$ cat src/sv/lds_pkg.sv
`default_nettype none
// ----------------------------------------------------------------------------
// lds_pkg
// Shared types and constants for the LED driver serial frame sender.
// ----------------------------------------------------------------------------
package lds_pkg;

  localparam int GRID_COUNT = 16;
  localparam int GRID_W     = $clog2(GRID_COUNT + 1);

  localparam int QDEPTH = 2;
  localparam int QAW    = $clog2(QDEPTH);
  localparam int QCW    = $clog2(QDEPTH + 1);

  localparam logic [7:0] CMD_DATA_SET   = 8'h40;
  localparam logic [7:0] CMD_ADDRESS    = 8'hC0;
  localparam logic [7:0] CMD_DISPLAY_ON = 8'h88;

  localparam int HDR_END  = 19;
  localparam int DATA_END = 7;
  localparam int TRL_END  = 11;
  localparam int POS_W    = 5;

  typedef enum logic [1:0] {
    SYM_DATA  = 2'd0,
    SYM_START = 2'd1,
    SYM_STOP  = 2'd2
  } sym_t;

  typedef enum logic [1:0] {
    ST_IDLE,
    ST_HDR,
    ST_DATA,
    ST_TRL
  } back_state_t;

  typedef struct packed {
    logic       hdr;
    logic       trl;
    logic [7:0] data;
  } cmd_t;

endpackage
`default_nettype wire

$ cat src/sv/lds_front.sv
`default_nettype none
// ----------------------------------------------------------------------------
// lds_front
// Accepts display bytes, tracks the open frame and tags each byte with
// header and trailer flags before queueing it.
// ----------------------------------------------------------------------------
module lds_front (
  input  wire logic          clk,
  input  wire logic          rst_n,
  input  wire logic          in_tvalid,
  output logic               in_tready,
  input  wire logic [7:0]    in_tdata,   // [7:0] display_byte
  input  wire logic          in_tlast,   // last_byte
  input  wire logic          q_full,
  output logic               q_push,
  output lds_pkg::cmd_t      q_cmd
);
  import lds_pkg::*;

  logic              frame_open_r, frame_open_nxt;
  logic [GRID_W-1:0] grid_cnt_r, grid_cnt_nxt;
  logic [GRID_W-1:0] cnt_base, cnt_inc;
  logic              closing;

  assign in_tready = !q_full;
  assign q_push    = in_tvalid && in_tready;

  always_comb begin
    cnt_base = frame_open_r ? grid_cnt_r : '0;
    cnt_inc  = (cnt_base < GRID_W'(GRID_COUNT)) ? cnt_base + GRID_W'(1) : cnt_base;
    closing  = in_tlast || (cnt_inc == GRID_W'(GRID_COUNT));

    q_cmd.hdr  = !frame_open_r;
    q_cmd.trl  = closing;
    q_cmd.data = in_tdata;

    frame_open_nxt = frame_open_r;
    grid_cnt_nxt   = grid_cnt_r;
    if (q_push) begin
      frame_open_nxt = !closing;
      grid_cnt_nxt   = closing ? '0 : cnt_inc;
    end
  end

  always_ff @(posedge clk) begin
    if (!rst_n) begin
      frame_open_r <= 1'b0;
      grid_cnt_r   <= '0;
    end else begin
      frame_open_r <= frame_open_nxt;
      grid_cnt_r   <= grid_cnt_nxt;
    end
  end

  a_closed_frame_empty: assert property (@(posedge clk) disable iff (!rst_n)
    !frame_open_r |-> grid_cnt_r == '0)
    else $error("grid count nonzero with no open frame");

  a_grid_below_limit: assert property (@(posedge clk) disable iff (!rst_n)
    grid_cnt_r < GRID_W'(GRID_COUNT))
    else $error("grid count reached limit without closing");

endmodule
`default_nettype wire

$ cat src/sv/lds_queue.sv
`default_nettype none
// ----------------------------------------------------------------------------
// lds_queue
// Short command queue between the front and back parts.
// ----------------------------------------------------------------------------
module lds_queue (
  input  wire logic          clk,
  input  wire logic          rst_n,
  input  wire logic          push,
  input  wire lds_pkg::cmd_t wr_cmd,
  output logic               full,
  input  wire logic          pop,
  output logic               rd_valid,
  output lds_pkg::cmd_t      rd_cmd
);
  import lds_pkg::*;

  cmd_t           entry_r [QDEPTH];
  logic [QAW-1:0] wr_ptr_r, wr_ptr_nxt;
  logic [QAW-1:0] rd_ptr_r, rd_ptr_nxt;
  logic [QCW-1:0] cnt_r, cnt_nxt;

  assign full     = (cnt_r == QCW'(QDEPTH));
  assign rd_valid = (cnt_r != '0);
  assign rd_cmd   = entry_r[rd_ptr_r];

  always_comb begin
    wr_ptr_nxt = wr_ptr_r;
    rd_ptr_nxt = rd_ptr_r;
    cnt_nxt    = cnt_r;
    if (push) begin
      wr_ptr_nxt = (wr_ptr_r == QAW'(QDEPTH - 1)) ? '0 : wr_ptr_r + QAW'(1);
    end
    if (pop) begin
      rd_ptr_nxt = (rd_ptr_r == QAW'(QDEPTH - 1)) ? '0 : rd_ptr_r + QAW'(1);
    end
    if (push && !pop) begin
      cnt_nxt = cnt_r + QCW'(1);
    end else if (pop && !push) begin
      cnt_nxt = cnt_r - QCW'(1);
    end
  end

  always_ff @(posedge clk) begin
    if (push) begin
      entry_r[wr_ptr_r] <= wr_cmd;
    end
  end

  always_ff @(posedge clk) begin
    if (!rst_n) begin
      wr_ptr_r <= '0;
      rd_ptr_r <= '0;
      cnt_r    <= '0;
    end else begin
      wr_ptr_r <= wr_ptr_nxt;
      rd_ptr_r <= rd_ptr_nxt;
      cnt_r    <= cnt_nxt;
    end
  end

  a_no_overflow: assert property (@(posedge clk) disable iff (!rst_n)
    full |-> !push || pop)
    else $error("queue written while full");

endmodule
`default_nettype wire

$ cat src/sv/lds_back.sv
`default_nettype none
// ----------------------------------------------------------------------------
// lds_back
// Walks each queued command through its flagged header, data and flagged trailer
// symbols, driving one symbol per cycle into the output register unless stalled.
// ----------------------------------------------------------------------------
module lds_back (
  input  wire logic          clk,
  input  wire logic          rst_n,
  input  wire logic          cfg_wr_en,
  input  wire logic [2:0]    cfg_wr_data,
  input  wire logic          q_valid,
  input  wire lds_pkg::cmd_t q_cmd,
  output logic               q_pop,
  output logic               out_tvalid,
  input  wire logic          out_tready,
  output logic [7:0]         out_tdata,  // [1:0] symbol, [2] bit_value, [7:3] zero
  output logic               out_tlast   // last
);
  import lds_pkg::*;

  back_state_t      state_r, state_nxt;
  logic [POS_W-1:0] pos_r, pos_nxt;
  cmd_t             cur_r, cur_nxt;
  logic [2:0]       bright_r;
  logic             out_valid_r;
  sym_t             out_sym_r;
  logic             out_bit_r, out_last_r;

  logic       adv, emit, done;
  sym_t       sym;
  logic       bit_v;
  logic [2:0] bidx2, bidx4;
  logic [7:0] trl_byte;

  assign adv      = !out_valid_r || out_tready;
  assign bidx2    = pos_r[2:0] - 3'd2;
  assign bidx4    = pos_r[2:0] + 3'd4;
  assign trl_byte = CMD_DISPLAY_ON | {5'b0, bright_r};

  always_comb begin
    state_nxt = state_r;
    pos_nxt   = pos_r;
    cur_nxt   = cur_r;
    q_pop     = 1'b0;
    emit      = 1'b0;
    done      = 1'b0;
    sym       = SYM_DATA;
    bit_v     = 1'b0;

    case (state_r)
      ST_HDR: begin
        if (adv) begin
          emit = 1'b1;
          case (pos_r) inside
            5'd0, 5'd10: sym = SYM_STOP;
            5'd1, 5'd11: sym = SYM_START;
            [5'd2:5'd9]: bit_v = CMD_DATA_SET[bidx2];
            default:     bit_v = CMD_ADDRESS[bidx4];
          endcase
          if (pos_r == POS_W'(HDR_END)) begin
            state_nxt = ST_DATA;
            pos_nxt   = '0;
          end else begin
            pos_nxt = pos_r + POS_W'(1);
          end
        end
      end
      ST_DATA: begin
        if (adv) begin
          emit  = 1'b1;
          bit_v = cur_r.data[pos_r[2:0]];
          if (pos_r == POS_W'(DATA_END)) begin
            if (cur_r.trl) begin
              state_nxt = ST_TRL;
              pos_nxt   = '0;
            end else begin
              done = 1'b1;
            end
          end else begin
            pos_nxt = pos_r + POS_W'(1);
          end
        end
      end
      ST_TRL: begin
        if (adv) begin
          emit = 1'b1;
          case (pos_r) inside
            5'd0, 5'd10: sym = SYM_STOP;
            5'd1, 5'd11: sym = SYM_START;
            default:     bit_v = trl_byte[bidx2];
          endcase
          if (pos_r == POS_W'(TRL_END)) begin
            done = 1'b1;
          end else begin
            pos_nxt = pos_r + POS_W'(1);
          end
        end
      end
      default: begin
        state_nxt = ST_IDLE;
      end
    endcase

    if ((state_r == ST_IDLE) || done) begin
      if (q_valid) begin
        q_pop     = 1'b1;
        cur_nxt   = q_cmd;
        state_nxt = q_cmd.hdr ? ST_HDR : ST_DATA;
        pos_nxt   = '0;
      end else begin
        state_nxt = ST_IDLE;
      end
    end
  end

  always_ff @(posedge clk) begin
    if (!rst_n) begin
      state_r     <= ST_IDLE;
      pos_r       <= '0;
      bright_r    <= '0;
      out_valid_r <= 1'b0;
    end else begin
      state_r <= state_nxt;
      pos_r   <= pos_nxt;
      if (cfg_wr_en) begin
        bright_r <= cfg_wr_data;
      end
      if (adv) begin
        out_valid_r <= emit;
      end
    end
  end

  always_ff @(posedge clk) begin
    cur_r <= cur_nxt;
    if (emit) begin
      out_sym_r  <= sym;
      out_bit_r  <= bit_v;
      out_last_r <= done;
    end
  end

  assign out_tvalid = out_valid_r;
  assign out_tdata  = {5'b0, out_bit_r, out_sym_r};
  assign out_tlast  = out_last_r;

  a_hdr_flagged: assert property (@(posedge clk) disable iff (!rst_n)
    state_r == ST_HDR |-> cur_r.hdr)
    else $error("header sequence for a command without header flag");

  a_trl_flagged: assert property (@(posedge clk) disable iff (!rst_n)
    state_r == ST_TRL |-> cur_r.trl)
    else $error("trailer sequence for a command without trailer flag");

  a_last_not_stop: assert property (@(posedge clk) disable iff (!rst_n)
    out_valid_r && out_last_r |-> out_sym_r != SYM_STOP)
    else $error("final symbol of a byte is a stop condition");

endmodule
`default_nettype wire

$ cat src/sv/led_driver_serial_frame_sender.sv
`default_nettype none
// ----------------------------------------------------------------------------
// led_driver_serial_frame_sender
// Turns display bytes into two-wire LED driver write symbols.
// ----------------------------------------------------------------------------
// Each accepted byte produces its line symbols one per cycle on the output
// stream: 8 symbols for a byte inside an open frame, 28 when it opens a
// frame, 20 when it closes one and 40 when it does both. The symbol
// sequencer sets the rate, one symbol per cycle while out_tready is high; a
// byte reaching an idle sequencer is loaded before its first symbol is sent. A
// two-entry queue in front of the sequencer lets in_tready stay high while
// earlier bytes are still being sent. The user must write brightness through
// cfg_wr_en and cfg_wr_data while no transfer is in flight; it is not enforced.
// ----------------------------------------------------------------------------
module led_driver_serial_frame_sender (
  input  wire logic       clk,
  input  wire logic       rst_n,
  input  wire logic       cfg_wr_en,
  input  wire logic [2:0] cfg_wr_data,  // brightness
  input  wire logic       in_tvalid,
  output logic            in_tready,
  input  wire logic [7:0] in_tdata,     // [7:0] display_byte
  input  wire logic       in_tlast,     // last_byte
  output logic            out_tvalid,
  input  wire logic       out_tready,
  output logic [7:0]      out_tdata,    // [1:0] symbol, [2] bit_value, [7:3] zero
  output logic            out_tlast     // last
);
  import lds_pkg::*;

  logic q_full, q_push, q_pop, q_valid;
  cmd_t push_cmd, head_cmd;

  lds_front u_front (
    .clk       (clk),
    .rst_n     (rst_n),
    .in_tvalid (in_tvalid),
    .in_tready (in_tready),
    .in_tdata  (in_tdata),
    .in_tlast  (in_tlast),
    .q_full    (q_full),
    .q_push    (q_push),
    .q_cmd     (push_cmd)
  );

  lds_queue u_queue (
    .clk      (clk),
    .rst_n    (rst_n),
    .push     (q_push),
    .wr_cmd   (push_cmd),
    .full     (q_full),
    .pop      (q_pop),
    .rd_valid (q_valid),
    .rd_cmd   (head_cmd)
  );

  lds_back u_back (
    .clk         (clk),
    .rst_n       (rst_n),
    .cfg_wr_en   (cfg_wr_en),
    .cfg_wr_data (cfg_wr_data),
    .q_valid     (q_valid),
    .q_cmd       (head_cmd),
    .q_pop       (q_pop),
    .out_tvalid  (out_tvalid),
    .out_tready  (out_tready),
    .out_tdata   (out_tdata),
    .out_tlast   (out_tlast)
  );

endmodule
`default_nettype wire
$ cat config.mk
export PLATFORM = sky130hd
export DESIGN_NAME = led_driver_serial_frame_sender
export DESIGN_NICKNAME = d
export VERILOG_FILES = /design/src/sv/lds_pkg.sv /design/src/sv/lds_front.sv /design/src/sv/lds_queue.sv /design/src/sv/lds_back.sv /design/src/sv/led_driver_serial_frame_sender.sv
export SDC_FILE = /design/constraint.sdc
export NUM_CORES = 1
export LEC_CHECK = 0
export BUFFER_PORTS_ARGS = -buffer_cell sky130_fd_sc_hd__clkbuf_2
export CAP_MARGIN = 20
export CORE_UTILIZATION = 52
export CTS_BUF_LIST = sky130_fd_sc_hd__clkbuf_4 sky130_fd_sc_hd__clkbuf_8
export DETAILED_ROUTE_END_ITERATION = 12
export PLACE_DENSITY = 0.71
export SETUP_SLACK_MARGIN = 0.3
export SLEW_MARGIN = 20
export SYNTH_ARGS = -nofsm -noshare
export SYNTH_HDL_FRONTEND = slang
export SYNTH_SLANG_ARGS = --single-unit
$ cat constraint.sdc
create_clock -name clk -period 2.7 [get_ports clk]
set_input_delay 0.405 -clock clk [delete_from_list [all_inputs] [get_ports clk]]
set_output_delay 0.405 -clock clk [all_outputs]
set_load 0.1 [all_outputs]
==> metrics.md <==
| Metric | Value |
|---|---|
| Ant. Diodes | `0` |
| Buf+Inv Stages, Crit Path | `0` |
| Final Instance Count excl. Fillers | `360` |
| First-iteration detailed-routing DRC count | `98` |
| First-pass DRT Iterations | `4` |
| Peak fanout along the critical path | `6` |
| Max-slew violation count | `0` |
| Initial Util | `between 50% and 60%` |
| RR Startpoint | `u_back.state_r[1]$_SDFFE_PN0P_` |
| Port bufs | `22` |
| Lkg Pwr | `1.23 nW` |
| Final Cycle Share | `a little over four fifths` |
| Clock Path Buffers | `2` |
| Clock Pin Slew Worst Setup and Hold Paths | `roughly 0.1 ns` |
| Final wirelength | `around 5200 µm` |
| Inst Count DP | `352` |
| RePlAce Congestion | `~0.87` |
| YS warnings | `0` |
| Top-Level Pins | `28` |
| DP Area | `approximately 3100 µm²` |
| WHS Endpoint | `u_queue.entry_r[0][5]$_DFFE_PP_` |
| Remaining Overflow, GRT | `0` |
| Outcome | `complete, no violations` |
| RSZ-0062 raised after global routing | `no` |
| Hold buffers post-CTS | `0` |
| Via count | `slightly above 2k` |
| Sequential Area | `1430 µm²` |
| Remaining DRCs | `0` |
| Final Power | `approximately 3.0 mW` |
| Dpl ws | `between 0.4 and 0.5 ns` |
| Max_cap viols | `0` |
| Slew margin rel. | `approximately three fifths` |
| Global Route Usage Sum | `about a fifth` |
| Pwr dens | `~940 nW/µm²` |
| Min-Delay Path Class | `primary input to flip-flop` |
| #FFs+latches synth | `55` |
| Largest net degree at the start of global routing | `20` |
| Post-CTS Setup Repair Bufs | `0` |
| Xor and xnor fraction of the mapped netlist area | `1.18%` |
| Post-synth cell types | `61` |
| PnR worst setup slack | `between 0.4 and 0.5 ns` |
| Post-synthesis compound-gate area fraction | `~13%` |
| Achievable Freq | `approximately 440 MHz` |
| CTS Buf Count | `5` |
| Vias in the first global route | `roughly 1.9k` |
| P&R area growth vs syn | `8.56%` |
| CP delay by family, top | `simple AND/OR/NAND/NOR gates` |
| Min-Delay Path Depth | `1` |
| Core Area | `around 5500 µm²` |
| CTS tree | `built` |
| # fillers | `between 400 and 500` |
| Initial antenna violation count | `0` |
| Final-report hold violation count | `0` |
| CP startpoint kind | `flip-flop` |
| Post-Syn Area | `2970 µm²` |
| Wire length per cell | `~14 µm` |
| Critical-path cell list | `ha_1, nor4b_1, o2111ai_2, a21bo_2, ha_1, or3_1, a21boi_0` |
| Row count | `27` |
| Die height | `77.5 µm` |
| Vias per inst | `~5.6` |
| Multi-input logic area | `between 1000 and 1500 µm²` |
| Worst R2R End | `u_queue.cnt_r[1]$_SDFFE_PN0P_` |
| Fraction of synthesized area in multiplexers | `under 10%` |
| Skew final | `between 0.009 and 0.01 ns` |
| Final Core Density | `around three fifths` |
| Setup_tns | `0 ns` |
| Post-synthesis sequential area ratio | `between 40% and 50%` |
| Worst setup EP type | `flip-flop` |
| Fraction of layout cells with a size suffix above 1 | `a little over a fifth` |
| Least-Margin Pin Slew | `0.575 ns` |
| Root Driver | `clkbuf_8` |
| Clk_lat worst skew | `just over 0.3 ns` |
| Prevailing post-synth register cell | `edfxtp_1` |
| Peak supply drop | `~560 µV` |
| CP arrival | `2.50 ns` |
| Hpwl dp | `around 3700 µm` |
| Post-route ant nets | `0` |
| FF-to-FF path depth | `7` |
| Die area | `6010 µm²` |
| Hold Slack | `about 0.28 ns` |
| Slowest-stage cell, CP | `dfxtp_1` |
| CP dominant cell by count | `ha_1` |
| EDFF count, synth | `33` |
| R2R setup slack | `around 0.43 ns` |
| Critical path class | `flip-flop to flip-flop` |
| CP max stage delay | `approximately 0.37 ns` |
| Largest family of logic cells by synthesized area | `simple AND/OR/NAND/NOR gates` |
| Synth Area in Adders | `just under 7%` |
| # H-tree levels | `2` |
| Clk sink count | `55` |
| Die Span X | `slightly below 80 µm` |
| Average cell area after synthesis | `11.2 µm²` |
| Post-synthesis simple-gate area fraction | `16.8%` |
| Cells after synthesis | `between 200 and 300` |
| First-pass GRT wire length | `8970 µm` |
| Setup violations, final | `0` |
| Asr flop ratio synth | `0%` |
| Minimum clock period after layout | `about 2.3 ns` |
| Finished Cell Area | `around 3200 µm²` |
| Hold path startpoint | `in_tdata[5]` |
| CP required | `about 3 ns` |
| Nets | `320` |
[state kept, by name, indices dropped and copies added (netlist names), 2 cells and up, named ones only]
signal / cells
u_queue.entry_r: 20
u_back.pos_r: 5
u_back.bright_r: 3
u_back.cur_r: 9
u_front.grid_cnt_r: 5
u_back.out_sym_r: 2
u_queue.cnt_r: 2
u_back.state_r: 2
[synth_stat cells (3+ instances only)]
library cell	count	share of area (%)
o21ai_0	13	2.2
buf_4	9	2.3
inv_1	9	1.1
nor3_1	8	1.3
a21boi_0	3	0.76
or3_1	3	0.63
nand2_1	18	2.3
dfxtp_1	22	15
nor2b_1	7	1.5
ha_1	16	6.7
mux2_2	9	3.4
nor3b_1	5	1.3
a31oi_1	5	1.1
nor2_1	10	1.3
and2_1	6	1.3
nand2b_1	6	1.3
clkbuf_1	5	0.63
and3_1	3	0.63
nand3_1	4	0.67
a41oi_1	3	0.89
mux2i_1	12	4.0
a21oi_1	7	1.2
edfxtp_1	33	33
[worst register-to-register path, cell delays in order, from the launching register on]
cell and delay (ns):
dfxtp_1 0.37, ha_1 0.24, nor4b_1 0.31, o2111ai_2 0.15
a21bo_2 0.28, ha_1 0.32, or3_1 0.34, a21boi_0 0.17
[how the worst max path moves through the flow]
stage,startpoint,endpoint,slack [ns],cells after the start
finish,u_back.state_r[1]$_SDFFE_PN0P_,u_queue.cnt_r[1]$_SDFFE_PN0P_,0.43,7
floorplan,u_back.out_tvalid$_SDFFE_PN0N_,u_queue.cnt_r[1]$_SDFFE_PN0P_,0.35,7
global placement,u_back.state_r[1]$_SDFFE_PN0P_,u_queue.cnt_r[1]$_SDFFE_PN0P_,0.51,7
detailed placement,u_back.state_r[1]$_SDFFE_PN0P_,u_queue.cnt_r[1]$_SDFFE_PN0P_,0.42,7
global route,u_back.state_r[1]$_SDFFE_PN0P_,u_queue.cnt_r[1]$_SDFFE_PN0P_,0.32,8
CTS,u_back.state_r[1]$_SDFFE_PN0P_,u_queue.cnt_r[1]$_SDFFE_PN0P_,0.40,7
[where the power goes]
part           total [mW]  internal, mW  switching (mW)
Clock               0.475         0.193           0.283
Sequential           1.24          1.13           0.110
Combinational        1.30         0.434           0.871
Total                3.02          1.76            1.26
[what timing repair did]
item / 4_1_cts / 5_1_grt
hold endpoints to repair: 0 / 0
setup endpoints to repair: 0 / 1
resized for setup: 0 / 1
[layout by cell type, fill, tap and decap left out, types with 2 or more instances in the layout]
cell type / count
a211oi_1: 2
a21boi_0: 3
a21oi_1: 7
a31oi_1: 5
a41oi_1: 3
and2_1: 6
and3_1: 3
and4bb_2: 2
buf_4: 6
clkbuf_2: 22
clkbuf_8: 5
conb_1: 5
dfxtp_1: 22
edfxtp_1: 33
ha_1: 16
inv_1: 9
inv_2: 2
mux2_2: 9
mux2i_1: 12
mux4_2: 2
nand2_1: 18
nand2b_1: 5
nand3_1: 4
nand3b_1: 2
nand4b_1: 2
nor2_1: 10
nor2b_1: 6
nor3_1: 8
nor3b_1: 5
o21a_1: 2
o21ai_0: 13
o32ai_1: 2
or3_1: 3
xnor2_1: 2
xor2_1: 2
[cells by family after synthesis]
| logic type | Yosys count |
|---|---|
| buffers and inverters | 28 |
| other | 1 |
| adder cells (fa/ha/maj) | 16 |
| AO/OA/AOI/OAI | 52 |
| multiplexers | 23 |
| XOR/XNOR | 4 |
| AND/OR/NAND/NOR | 86 |
| flip-flops | 55 |
[layout make-up]
cell class / count / area share [%]
flip-flops and latches: 55 / 44.4
multi-input cells: 186 / 43.7
repair buffers: 28 / 4.82
well taps: 72 / 2.80
clock buffers: 5 / 2.14
inverters: 11 / 1.28
clock inverters: 3 / 0.854
[metal layers]
layer	track usage, %	wire (µm)	vias up
met5	0	0	-
met4	4.53	63	0
met3	3.88	148	8
met2	32.1	2480	46
met1	24.4	2460	963
li1	-	-	1016
Note: power is estimated with default switching activity, not from simulation.
